`config.mk`:
```
export PLATFORM = sky130hd
export DESIGN_NAME = cubic_bisection_root
export DESIGN_NICKNAME = d
export VERILOG_FILES = /design/src/rtl/cbr_pkg.sv /design/src/rtl/cbr_sequencer.sv /design/src/rtl/cbr_horner.sv /design/src/rtl/cbr_bisect.sv /design/src/rtl/cubic_bisection_root.sv
export SDC_FILE = /design/constraint.sdc
export NUM_CORES = 2
export LEC_CHECK = 0
export BUFFER_PORTS_ARGS = -buffer_cell sky130_fd_sc_hd__buf_2
export CAP_MARGIN = 20
export CORE_ASPECT_RATIO = 1.5
export CORE_UTILIZATION = 50
export DETAILED_ROUTE_END_ITERATION = 8
export GPL_TIMING_DRIVEN = 0
export PLACE_DENSITY = 0.66
export SKIP_CTS_REPAIR_TIMING = 1
export SYNTH_ARGS = -nofsm -noshare
export SYNTH_HDL_FRONTEND = slang
export SYNTH_SLANG_ARGS = --single-unit
```
`constraint.sdc`:
```
create_clock -name clk -period 20.7 [get_ports clk]
set_clock_uncertainty 0.05 [all_clocks]
set_input_delay 2.07 -clock clk [delete_from_list [all_inputs] [get_ports clk]]
set_output_delay 2.07 -clock clk [all_outputs]
set_load 0.05 [all_outputs]
```
`src/rtl/cbr_pkg.sv`:
```
// cbr_pkg: shared types, constants and microcode ROM of the cubic bisection root finder.
// Depends on nothing; used by every module under rtl.
package cbr_pkg;

    localparam int MAX_STEPS = 32;
    localparam int FRAC_BITS = 16;
    localparam int DATA_W    = 32;
    localparam int TOL_W     = 31;
    localparam int STEP_W    = 6;
    localparam int LIMB_W    = 32;
    localparam int WIDE_W    = 128;
    localparam int PROD_W    = LIMB_W + 1 + DATA_W;
    localparam int PC_W      = 4;
    localparam int IDX_W     = 3;

    localparam logic [TOL_W-1:0] TOL_RESET = TOL_W'(655);

    typedef logic [PC_W-1:0]          pc_t;
    typedef logic signed [WIDE_W-1:0] wide_t;
    typedef logic [1:0]               sign_t;
    typedef logic [IDX_W-1:0]         reg_idx_t;

    localparam sign_t SGN_ZERO = 2'd0;
    localparam sign_t SGN_POS  = 2'd1;
    localparam sign_t SGN_NEG  = 2'd3;

    localparam logic [1:0] ST_EXACT      = 2'd0;
    localparam logic [1:0] ST_CONVERGED  = 2'd1;
    localparam logic [1:0] ST_NO_BRACKET = 2'd2;
    localparam logic [1:0] ST_STEP_LIMIT = 2'd3;

    localparam reg_idx_t REG_CUBIC    = 3'd0;
    localparam reg_idx_t REG_SQUARE   = 3'd1;
    localparam reg_idx_t REG_LINEAR   = 3'd2;
    localparam reg_idx_t REG_CONSTANT = 3'd3;
    localparam reg_idx_t REG_TOL      = 3'd4;

    localparam pc_t PC_IDLE  = 4'd0;
    localparam pc_t PC_LEFT  = 4'd1;
    localparam pc_t PC_RIGHT = 4'd2;
    localparam pc_t PC_ENDS  = 4'd3;
    localparam pc_t PC_LOOP  = 4'd4;
    localparam pc_t PC_MID   = 4'd5;
    localparam pc_t PC_EVAL  = 4'd6;
    localparam pc_t PC_E1    = 4'd7;
    localparam pc_t PC_E2    = 4'd8;
    localparam pc_t PC_E3    = 4'd9;
    localparam pc_t PC_E4    = 4'd10;
    localparam pc_t PC_E5    = 4'd11;
    localparam pc_t PC_E6    = 4'd12;
    localparam pc_t PC_E7    = 4'd13;
    localparam pc_t PC_E8    = 4'd14;
    localparam pc_t PC_E9    = 4'd15;

    typedef enum logic [2:0] {
        SEQ_NEXT,
        SEQ_WAIT,
        SEQ_JUMP,
        SEQ_CALL,
        SEQ_RET
    } seq_op_t;

    typedef enum logic [1:0] {
        X_KEEP,
        X_LEFT,
        X_RIGHT,
        X_MID
    } x_op_t;

    typedef enum logic [1:0] {
        ADD_C2,
        ADD_C1,
        ADD_C0
    } addend_t;

    typedef enum logic [2:0] {
        T_NONE,
        T_SIGN_LEFT,
        T_ENDS,
        T_LOOP,
        T_MID
    } task_op_t;

    typedef struct packed {
        seq_op_t    seq;
        pc_t        target;
        x_op_t      x_op;
        logic       h_init;
        logic       pacc_ld;
        addend_t    addend;
        logic       mul_en;
        logic [1:0] mul_limb;
        logic       mul_signed;
        logic       acc_en;
        logic [1:0] acc_limb;
        logic       fin;
        task_op_t   op;
    } ucode_t;

    typedef struct packed {
        logic signed [DATA_W-1:0] c3;
        logic signed [DATA_W-1:0] c2;
        logic signed [DATA_W-1:0] c1;
        logic signed [DATA_W-1:0] c0;
    } coef_t;

    // Horner: h=c3; h=h*x+c2; h=h*x+c1; h=h*x+c0, at most one 33x32 partial product per step
    function automatic ucode_t ucode_rom(input pc_t pc);
        ucode_t w;
        begin
            w = '0;
            unique case (pc)
                PC_IDLE:
                begin
                    w.seq = SEQ_WAIT;
                end
                PC_LEFT:
                begin
                    w.x_op   = X_LEFT;
                    w.seq    = SEQ_CALL;
                    w.target = PC_EVAL;
                end
                PC_RIGHT:
                begin
                    w.op     = T_SIGN_LEFT;
                    w.x_op   = X_RIGHT;
                    w.seq    = SEQ_CALL;
                    w.target = PC_EVAL;
                end
                PC_ENDS:
                begin
                    w.op  = T_ENDS;
                    w.seq = SEQ_NEXT;
                end
                PC_LOOP:
                begin
                    w.op     = T_LOOP;
                    w.x_op   = X_MID;
                    w.seq    = SEQ_CALL;
                    w.target = PC_EVAL;
                end
                PC_MID:
                begin
                    w.op     = T_MID;
                    w.seq    = SEQ_JUMP;
                    w.target = PC_LOOP;
                end
                PC_EVAL:
                begin
                    w.h_init  = 1'b1;
                    w.pacc_ld = 1'b1;
                    w.addend  = ADD_C2;
                end
                PC_E1:
                begin
                    w.mul_en     = 1'b1;
                    w.mul_limb   = 2'd0;
                    w.mul_signed = 1'b1;
                end
                PC_E2:
                begin
                    w.acc_en   = 1'b1;
                    w.acc_limb = 2'd0;
                    w.fin      = 1'b1;
                    w.pacc_ld  = 1'b1;
                    w.addend   = ADD_C1;
                end
                PC_E3:
                begin
                    w.mul_en   = 1'b1;
                    w.mul_limb = 2'd0;
                end
                PC_E4:
                begin
                    w.mul_en     = 1'b1;
                    w.mul_limb   = 2'd1;
                    w.mul_signed = 1'b1;
                    w.acc_en     = 1'b1;
                    w.acc_limb   = 2'd0;
                end
                PC_E5:
                begin
                    w.acc_en   = 1'b1;
                    w.acc_limb = 2'd1;
                    w.fin      = 1'b1;
                    w.pacc_ld  = 1'b1;
                    w.addend   = ADD_C0;
                end
                PC_E6:
                begin
                    w.mul_en   = 1'b1;
                    w.mul_limb = 2'd0;
                end
                PC_E7:
                begin
                    w.mul_en   = 1'b1;
                    w.mul_limb = 2'd1;
                    w.acc_en   = 1'b1;
                    w.acc_limb = 2'd0;
                end
                PC_E8:
                begin
                    w.mul_en     = 1'b1;
                    w.mul_limb   = 2'd2;
                    w.mul_signed = 1'b1;
                    w.acc_en     = 1'b1;
                    w.acc_limb   = 2'd1;
                end
                PC_E9:
                begin
                    w.acc_en   = 1'b1;
                    w.acc_limb = 2'd2;
                    w.fin      = 1'b1;
                    w.seq      = SEQ_RET;
                end
            endcase
            return w;
        end
    endfunction

endpackage

```
`src/rtl/cbr_sequencer.sv`:
```
// cbr_sequencer: microcode program counter, return register and microcode ROM lookup.
// Depends on cbr_pkg.
module cbr_sequencer (
    input  logic            clk,
    input  logic            rst_n,
    input  logic            accept,
    input  logic            done_req,
    output cbr_pkg::ucode_t ctrl,
    output logic            busy
);

    cbr_pkg::pc_t pc_reg;
    cbr_pkg::pc_t pc_next;
    cbr_pkg::pc_t ret_reg;
    cbr_pkg::pc_t ret_next;

    assign ctrl = cbr_pkg::ucode_rom(pc_reg);
    assign busy = (pc_reg != cbr_pkg::PC_IDLE);

    always_comb
    begin
        pc_next  = pc_reg + cbr_pkg::pc_t'(1);
        ret_next = ret_reg;
        priority if (done_req)
        begin
            pc_next = cbr_pkg::PC_IDLE;
        end
        else
        begin
            unique case (ctrl.seq)
                cbr_pkg::SEQ_NEXT: pc_next = pc_reg + cbr_pkg::pc_t'(1);
                cbr_pkg::SEQ_WAIT: pc_next = accept ? cbr_pkg::PC_LEFT : cbr_pkg::PC_IDLE;
                cbr_pkg::SEQ_JUMP: pc_next = ctrl.target;
                cbr_pkg::SEQ_CALL:
                begin
                    pc_next  = ctrl.target;
                    ret_next = pc_reg + cbr_pkg::pc_t'(1);
                end
                cbr_pkg::SEQ_RET:  pc_next = ret_reg;
                default:           pc_next = cbr_pkg::PC_IDLE;
            endcase
        end
    end

    always_ff @(posedge clk or negedge rst_n)
    begin
        if (!rst_n)
        begin
            pc_reg  <= cbr_pkg::PC_IDLE;
            ret_reg <= cbr_pkg::PC_IDLE;
        end
        else
        begin
            pc_reg  <= pc_next;
            ret_reg <= ret_next;
        end
    end

endmodule

```
`src/rtl/cbr_horner.sv`:
```
// cbr_horner: exact 128-bit Horner datapath, at most one 33x32 partial product per beat.
// Depends on cbr_pkg.
module cbr_horner (
    input  logic                              clk,
    input  cbr_pkg::ucode_t                   ctrl,
    input  cbr_pkg::coef_t                    coef,
    input  logic signed [cbr_pkg::DATA_W-1:0] x,
    output cbr_pkg::sign_t                    sign
);

    cbr_pkg::wide_t                    h_reg;
    cbr_pkg::wide_t                    pacc_reg;
    logic signed [cbr_pkg::PROD_W-1:0] prod_reg;

    logic [cbr_pkg::LIMB_W-1:0]        limb;
    logic signed [cbr_pkg::LIMB_W:0]   mul_a;
    logic signed [cbr_pkg::PROD_W-1:0] prod_next;
    cbr_pkg::wide_t                    sum;
    cbr_pkg::wide_t                    addend;

    assign limb      = h_reg[cbr_pkg::LIMB_W*ctrl.mul_limb +: cbr_pkg::LIMB_W];
    assign mul_a     = {ctrl.mul_signed & limb[cbr_pkg::LIMB_W-1], limb};
    assign prod_next = mul_a * x;
    assign sum       = pacc_reg
                     + (cbr_pkg::wide_t'(prod_reg) <<< (cbr_pkg::LIMB_W * ctrl.acc_limb));

    always_comb
    begin
        unique case (ctrl.addend)
            cbr_pkg::ADD_C2: addend = cbr_pkg::wide_t'(coef.c2) <<< cbr_pkg::FRAC_BITS;
            cbr_pkg::ADD_C1: addend = cbr_pkg::wide_t'(coef.c1) <<< (2 * cbr_pkg::FRAC_BITS);
            cbr_pkg::ADD_C0: addend = cbr_pkg::wide_t'(coef.c0) <<< (3 * cbr_pkg::FRAC_BITS);
            default:         addend = '0;
        endcase
    end

    always_ff @(posedge clk)
    begin
        if (ctrl.mul_en)
        begin
            prod_reg <= prod_next;
        end
        if (ctrl.h_init)
        begin
            h_reg <= cbr_pkg::wide_t'(coef.c3);
        end
        else if (ctrl.fin)
        begin
            h_reg <= sum;
        end
        if (ctrl.pacc_ld)
        begin
            pacc_reg <= addend;
        end
        else if (ctrl.acc_en)
        begin
            pacc_reg <= sum;
        end
    end

    assign sign = h_reg[cbr_pkg::WIDE_W-1] ? cbr_pkg::SGN_NEG
                : (h_reg == '0)           ? cbr_pkg::SGN_ZERO
                                          : cbr_pkg::SGN_POS;

endmodule

```
`src/rtl/cbr_bisect.sv`:
```
// cbr_bisect: interval registers, bracket and stop decisions, result registers.
// Depends on cbr_pkg.
module cbr_bisect (
    input  logic                              clk,
    input  logic                              rst_n,
    input  logic                              accept,
    input  logic signed [cbr_pkg::DATA_W-1:0] interval_low,
    input  logic signed [cbr_pkg::DATA_W-1:0] interval_high,
    input  cbr_pkg::ucode_t                   ctrl,
    input  cbr_pkg::sign_t                    sign,
    input  logic [cbr_pkg::TOL_W-1:0]         tolerance,
    output logic signed [cbr_pkg::DATA_W-1:0] x,
    output logic                              done_req,
    output logic                              done,
    output logic signed [cbr_pkg::DATA_W-1:0] root,
    output logic [1:0]                        status,
    output logic [cbr_pkg::STEP_W-1:0]        steps_taken
);

    function automatic logic signed [cbr_pkg::DATA_W-1:0] mid_of(
        input logic signed [cbr_pkg::DATA_W-1:0] a,
        input logic signed [cbr_pkg::DATA_W-1:0] b
    );
        logic signed [cbr_pkg::DATA_W:0] s;
        begin
            s = (cbr_pkg::DATA_W+1)'(a) + (cbr_pkg::DATA_W+1)'(b);
            return s[cbr_pkg::DATA_W:1];
        end
    endfunction

    logic signed [cbr_pkg::DATA_W-1:0] left_reg, left_next;
    logic signed [cbr_pkg::DATA_W-1:0] right_reg, right_next;
    logic signed [cbr_pkg::DATA_W-1:0] mid_reg, mid_next;
    logic signed [cbr_pkg::DATA_W-1:0] x_reg, x_next;
    cbr_pkg::sign_t                    ls_reg, ls_next;
    cbr_pkg::sign_t                    rs_reg, rs_next;
    logic [cbr_pkg::STEP_W-1:0]        step_reg, step_next;

    logic                              done_reg;
    logic signed [cbr_pkg::DATA_W-1:0] root_reg, fin_root;
    logic [1:0]                        status_reg, fin_status;
    logic [cbr_pkg::STEP_W-1:0]        steps_reg;

    logic signed [cbr_pkg::DATA_W:0]   width;
    logic                              narrow;
    logic                              swap;

    assign width  = (cbr_pkg::DATA_W+1)'(right_reg) - (cbr_pkg::DATA_W+1)'(left_reg);
    assign narrow = width < $signed({2'b00, tolerance});
    assign swap   = interval_low > interval_high;

    always_comb
    begin
        unique case (ctrl.x_op)
            cbr_pkg::X_KEEP:  x_next = x_reg;
            cbr_pkg::X_LEFT:  x_next = left_reg;
            cbr_pkg::X_RIGHT: x_next = right_reg;
            cbr_pkg::X_MID:   x_next = mid_reg;
            default:          x_next = x_reg;
        endcase
    end

    always_comb
    begin
        left_next  = left_reg;
        right_next = right_reg;
        mid_next   = mid_reg;
        ls_next    = ls_reg;
        rs_next    = rs_reg;
        step_next  = step_reg;
        done_req   = 1'b0;
        fin_root   = mid_reg;
        fin_status = cbr_pkg::ST_CONVERGED;
        if (accept)
        begin
            left_next  = swap ? interval_high : interval_low;
            right_next = swap ? interval_low : interval_high;
            mid_next   = mid_of(interval_low, interval_high);
            step_next  = '0;
        end
        else
        begin
            unique case (ctrl.op)
                cbr_pkg::T_NONE:
                begin
                end
                cbr_pkg::T_SIGN_LEFT:
                begin
                    ls_next = sign;
                end
                cbr_pkg::T_ENDS:
                begin
                    rs_next = sign;
                    priority if (ls_reg == cbr_pkg::SGN_ZERO)
                    begin
                        done_req   = 1'b1;
                        fin_root   = left_reg;
                        fin_status = cbr_pkg::ST_EXACT;
                    end
                    else if (sign == cbr_pkg::SGN_ZERO)
                    begin
                        done_req   = 1'b1;
                        fin_root   = right_reg;
                        fin_status = cbr_pkg::ST_EXACT;
                    end
                    else if (sign == ls_reg)
                    begin
                        done_req   = 1'b1;
                        fin_status = cbr_pkg::ST_NO_BRACKET;
                    end
                    else
                    begin
                        // bracketed: bisection goes on
                    end
                end
                cbr_pkg::T_LOOP:
                begin
                    priority if (narrow)
                    begin
                        done_req   = 1'b1;
                        fin_status = cbr_pkg::ST_CONVERGED;
                    end
                    else if (step_reg >= cbr_pkg::STEP_W'(cbr_pkg::MAX_STEPS))
                    begin
                        done_req   = 1'b1;
                        fin_status = cbr_pkg::ST_STEP_LIMIT;
                    end
                    else
                    begin
                        step_next = step_reg + cbr_pkg::STEP_W'(1);
                    end
                end
                cbr_pkg::T_MID:
                begin
                    priority if (sign == cbr_pkg::SGN_ZERO)
                    begin
                        done_req   = 1'b1;
                        fin_status = cbr_pkg::ST_EXACT;
                    end
                    else
                    begin
                        if (sign == ls_reg)
                        begin
                            left_next = mid_reg;
                        end
                        else
                        begin
                            right_next = mid_reg;
                        end
                        mid_next = mid_of(left_next, right_next);
                    end
                end
                default:
                begin
                end
            endcase
        end
    end

    always_ff @(posedge clk or negedge rst_n)
    begin
        if (!rst_n)
        begin
            left_reg   <= '0;
            right_reg  <= '0;
            mid_reg    <= '0;
            x_reg      <= '0;
            ls_reg     <= cbr_pkg::SGN_ZERO;
            rs_reg     <= cbr_pkg::SGN_ZERO;
            step_reg   <= '0;
            done_reg   <= 1'b0;
            root_reg   <= '0;
            status_reg <= cbr_pkg::ST_EXACT;
            steps_reg  <= '0;
        end
        else
        begin
            left_reg  <= left_next;
            right_reg <= right_next;
            mid_reg   <= mid_next;
            x_reg     <= x_next;
            ls_reg    <= ls_next;
            rs_reg    <= rs_next;
            step_reg  <= step_next;
            done_reg  <= done_req;
            if (done_req)
            begin
                root_reg   <= fin_root;
                status_reg <= fin_status;
                steps_reg  <= step_reg;
            end
        end
    end

    assign x           = x_reg;
    assign done        = done_reg;
    assign root        = root_reg;
    assign status      = status_reg;
    assign steps_taken = steps_reg;

endmodule

```
`src/rtl/cubic_bisection_root.sv`:
```
// cubic_bisection_root: top level, configuration registers and module wiring.
// Depends on cbr_pkg, cbr_sequencer, cbr_horner, cbr_bisect.
//
//  channel  | handshake               | payload
//  ---------+-------------------------+---------------------------------------
//  item in  | start & !busy           | interval_low, interval_high
//  result   | done (one-cycle strobe) | root, status, steps_taken
//  config   | cfg_valid & cfg_ready   | cfg_index, cfg_data
//
// Each polynomial evaluation runs on the shared 33x32 multiplier as 10 microcode steps
// plus the calling step. An item evaluates both endpoints, then one midpoint per
// bisection step, up to 32 steps.
// The result strobe comes with busy already low; the next start may follow at once.
// Reset clears the sequencer to idle and the other registers, but not the Horner datapath, to their reset values.
// cfg_ready is always high; the receiver cannot stall results.
module cubic_bisection_root (
    input  logic                              clk,
    input  logic                              rst_n,
    input  logic                              start,
    output logic                              busy,
    input  logic signed [cbr_pkg::DATA_W-1:0] interval_low,
    input  logic signed [cbr_pkg::DATA_W-1:0] interval_high,
    output logic                              done,
    output logic signed [cbr_pkg::DATA_W-1:0] root,
    output logic [1:0]                        status,
    output logic [cbr_pkg::STEP_W-1:0]        steps_taken,
    input  logic                              cfg_valid,
    output logic                              cfg_ready,
    input  cbr_pkg::reg_idx_t                 cfg_index,
    input  logic [cbr_pkg::DATA_W-1:0]        cfg_data
);

    cbr_pkg::coef_t                    coef_reg;
    logic [cbr_pkg::TOL_W-1:0]         tol_reg;
    cbr_pkg::ucode_t                   ctrl;
    cbr_pkg::sign_t                    sign;
    logic signed [cbr_pkg::DATA_W-1:0] x;
    logic                              accept;
    logic                              done_req;

    assign cfg_ready = 1'b1;
    assign accept    = start & ~busy;

    always_ff @(posedge clk or negedge rst_n)
    begin
        if (!rst_n)
        begin
            coef_reg <= '0;
            tol_reg  <= cbr_pkg::TOL_RESET;
        end
        else if (cfg_valid && cfg_ready)
        begin
            unique case (cfg_index)
                cbr_pkg::REG_CUBIC:    coef_reg.c3 <= cfg_data;
                cbr_pkg::REG_SQUARE:   coef_reg.c2 <= cfg_data;
                cbr_pkg::REG_LINEAR:   coef_reg.c1 <= cfg_data;
                cbr_pkg::REG_CONSTANT: coef_reg.c0 <= cfg_data;
                cbr_pkg::REG_TOL:      tol_reg     <= cfg_data[cbr_pkg::TOL_W-1:0];
                default:
                begin
                end
            endcase
        end
    end

    cbr_sequencer u_seq (
        .clk      (clk),
        .rst_n    (rst_n),
        .accept   (accept),
        .done_req (done_req),
        .ctrl     (ctrl),
        .busy     (busy)
    );

    cbr_horner u_horner (
        .clk  (clk),
        .ctrl (ctrl),
        .coef (coef_reg),
        .x    (x),
        .sign (sign)
    );

    cbr_bisect u_bisect (
        .clk           (clk),
        .rst_n         (rst_n),
        .accept        (accept),
        .interval_low  (interval_low),
        .interval_high (interval_high),
        .ctrl          (ctrl),
        .sign          (sign),
        .tolerance     (tol_reg),
        .x             (x),
        .done_req      (done_req),
        .done          (done),
        .root          (root),
        .status        (status),
        .steps_taken   (steps_taken)
    );

    a_done_idle: assert property (@(posedge clk) disable iff (!rst_n)
        done |-> !busy)
        else $error("result beat while sequencer busy");

    a_accept_busy: assert property (@(posedge clk) disable iff (!rst_n)
        accept |=> busy)
        else $error("accepted item did not start the sequencer");

    a_step_bound: assert property (@(posedge clk) disable iff (!rst_n)
        done |-> steps_taken <= cbr_pkg::STEP_W'(cbr_pkg::MAX_STEPS))
        else $error("step count beyond limit");

    a_no_bracket_steps: assert property (@(posedge clk) disable iff (!rst_n)
        (done && status == cbr_pkg::ST_NO_BRACKET) |-> steps_taken == '0)
        else $error("no-bracket result with bisection steps");

    a_limit_steps: assert property (@(posedge clk) disable iff (!rst_n)
        (done && status == cbr_pkg::ST_STEP_LIMIT)
            |-> steps_taken == cbr_pkg::STEP_W'(cbr_pkg::MAX_STEPS))
        else $error("step-limit result below the limit");

endmodule

```
==> metrics.md <==
| Metric | Value |
|---|---|
| Layout cells sized above 1 | roughly 6.2% |
| Max incr delay on CP | between 800 and 900 ps |
| Slowest-stage cell, CP | clkbuf_1 |
| Vias in the first global route | 71330 |
| Row cnt | between 150 and 200 |
| Top FF cell, synth | dfrtp_1 |
| Final instance area | slightly below 90000 um^2 |
| Fin crit share | approximately 63% |
| Setup crit start | u_seq.pc_reg[0] |
| Final Slew Violations | 0 |
| Dpl hpwl | approximately 290000 um |
| Hold WS | roughly 430 ps |
| Synth Register Bits | approximately 670 |
| Core area | 162600 um^2 |
| Worst path required time | 21120 ps |
| Largest net degree at the start of global routing | approximately 110 |
| Area contributors post-synth | fa_1, edfxtp_1, dfrtp_1, ha_1, inv_1 |
| Outcome | complete, no violations |
| Headroom to the max-slew limit | 11.07% |
| Synth-to-Final Area Change | 7.544% |
| Total track usage | 41.60% |
| Worst r2r dst | u_horner.prod_reg[62] |
| Overall routed net length | ~340000 um |
| Crit Path Max Fanout | 10 |
| Count leader, synth | inv_1 |
| Starting density of the core | 50.48% |
| CP Launch Type | flop |
| CTS tree | yes |
| Port buffer count | 144 |
| Commonest cells post-synth | inv_1, fa_1, nand2_1 |
| Largest area contributor in the netlist | fa_1 |
| Grt ovf | 0 |
| Syn Area/Cell | between 9 and 10 um^2 |
| Wire per inst | between 30 and 40 um |
| Most common cell on crit path | fa_1 |
| Pre-antenna DRT Iters | 9 |
| Clock transition at path regs | roughly 70 ps |
| Fmax | about 77 MHz |
| Initial DRC Count | between 6000 and 7000 |
| Worst slew pin tran | roughly 1300 ps |
| DP Worst Slack | about 7700 ps |
| Ys async rst share | 51.73% |
| Mapped Nets | 10550 |
| Initial antenna violation count | 34 |
| Setup crit end | u_horner.prod_reg[62] |
| Post-synth top area share | a little over a quarter |
| CTS Buf Count | 70 |
| Placement-stage cell area | ~86000 um^2 |
| HP Class | flop to flop |
| DRC Markers | 0 |
| First-pass GRT wire length | between 400000 and 500000 um |
| Cell area after synthesis | 82080 um^2 |
| Placer congestion estimate | between 1 and 1.5 |
| Worst Path Arrival | between 10000 and 15000 ps |
| Yosys cell types | between 80 and 90 |
| CP Capture Type | flop |
| Critical path class | flop to flop |
| Final worst slack | 7658 ps |
| Final ANT Viol Nets | 0 |
| RSZ-0062 raised after global routing | false |
| Root Driver | clkbuf_16 |
| Reg2reg path depth | 35 |
| DR vias | ~70000 |
| Post-Route Setup TNS | 0 ps |
| Max-cap viol count | 0 |
| Register area share after synthesis | between 20% and 30% |
| CTS sink cnt | approximately 670 |
| Clock Tree Buf Depth | 3 |
| Post-synth EDFFs | about 320 |
| Vias per inst | ~6.2 |
| Chip width | ~330 um |
| Count of boundary I/O pins | 146 |
| Hold Vio Cnt, Final | 0 |
| Worst r2r src | u_seq.pc_reg[0] |
| H-tree levels | 3 |
| Worst R2R Setup Slack | around 7700 ps |
| Mapped Cells | just under 9000 |
| Die area | 165800 um^2 |
| Final setup viols | 0 |
| Post-layout net count | 10790 |
| Die height | roughly 500 um |
| Minimum clock period | about 13000 ps |
| Synth warn | 0 |
| Clock Latency Late Sink | ~680 ps |
[through the flow]
step / utilization [%] / instances
6_report: 54.29 / 11270
4_1_cts: 54.21 / 11250
3_3_place_gp: 52.54 / 11110
3_5_place_dp: 52.74 / 11120
2_1_floorplan: - / 8858
5_1_grt: 54.27 / 11250
[cell families (layout without fill, tap and decap cells)]
logic type	after synthesis	after routing	share of synthesized area [%]
AOI/OAI and AO/OA	1761	1761	12.90
xor gates and xnor gates	280	280	2.988
adders and majority gates	1592	1592	34.48
buffers and inverters	1748	2039	8.037
DFF	665	665	22.24
muxes	331	331	4.835
other	1	13	0.004569
and+or+nand+nor	2480	2480	14.52
[placed cells by master, fill, tap and decap left out, types with 13 or more instances in the layout]
| master | netlist | routed |
|---|---|---|
| a211oi_1 | 56 | 56 |
| a21o_1 | 175 | 175 |
| a21oi_1 | 545 | 545 |
| a221oi_1 | 31 | 31 |
| a22oi_1 | 22 | 22 |
| a31oi_1 | 70 | 70 |
| and2_1 | 571 | 571 |
| and3_1 | 61 | 61 |
| and4_1 | 13 | 13 |
| buf_1 | 33 | 33 |
| buf_2 | 10 | 154 |
| clkbuf_1 | 482 | 492 |
| clkbuf_16 | 0 | 76 |
| dfrtp_1 | 338 | 338 |
| edfxtp_1 | 321 | 321 |
| fa_1 | 1116 | 1116 |
| ha_1 | 476 | 476 |
| inv_1 | 1216 | 1216 |
| mux2_2 | 196 | 196 |
| mux2i_1 | 101 | 101 |
| mux4_2 | 32 | 32 |
| nand2_1 | 1036 | 1036 |
| nand2b_1 | 50 | 50 |
| nand3_1 | 84 | 83 |
| nand4_1 | 99 | 99 |
| nor2_1 | 365 | 364 |
| nor2b_1 | 40 | 40 |
| nor3_1 | 51 | 51 |
| nor4_1 | 52 | 52 |
| o211ai_1 | 15 | 15 |
| o21a_1 | 32 | 32 |
| o21ai_0 | 537 | 536 |
| o21bai_1 | 79 | 79 |
| o22ai_1 | 52 | 52 |
| o31ai_1 | 16 | 16 |
| or2_2 | 14 | 14 |
| or3_1 | 23 | 22 |
| xnor2_1 | 180 | 180 |
| xor2_1 | 100 | 100 |
[worst min path at each step]
stage                            startpoint                       to  slack [ps]  cells past startpoint
floorplan                  u_seq.ret_reg[3]          u_seq.pc_reg[3]         420                      1
global placement          u_bisect.root[30]        u_bisect.root[30]         410                      2
detailed placement         u_bisect.root[3]         u_bisect.root[3]         420                      2
CTS                       u_bisect.root[27]        u_bisect.root[27]         440                      2
global route        u_bisect.steps_taken[0]  u_bisect.steps_taken[0]         460                      2
finish                    u_bisect.root[29]        u_bisect.root[29]         430                      2
[layer usage]
layer  track usage, %  part of all wire (%)
met1            45.53                    34
met2            68.55                    47
met3            6.753                   7.2
met4            39.62                    12
met5                0                 0.045
[cell type report]
class                      count  area (um^2)
antenna                       12        30.03
inverter                    1217         4568
timing repair buffer         164         1101
fill                       15010        74330
tap                         2104         2633
sequential                   665        18260
multi-input combinational   6445        57260
clock inverter                39        426.7
clock buffer                  88         1967
buffer                       531         2028
[worst max-delay path, delay by kind of cell (launching register included)]
kind / cells / cell delay, ps
muxes: 1 / 760
and+or+nand+nor: 2 / 460
adders and majority gates: 10 / 4590
DFF: 1 / 440
AOI/OAI and AO/OA: 12 / 3960
buffers and inverters: 9 / 2300
xor gates and xnor gates: 1 / 260
Power is left out: the tool's default activity adds up to more than one toggle a clock period on the data nets, which glitch-free logic cannot reach.
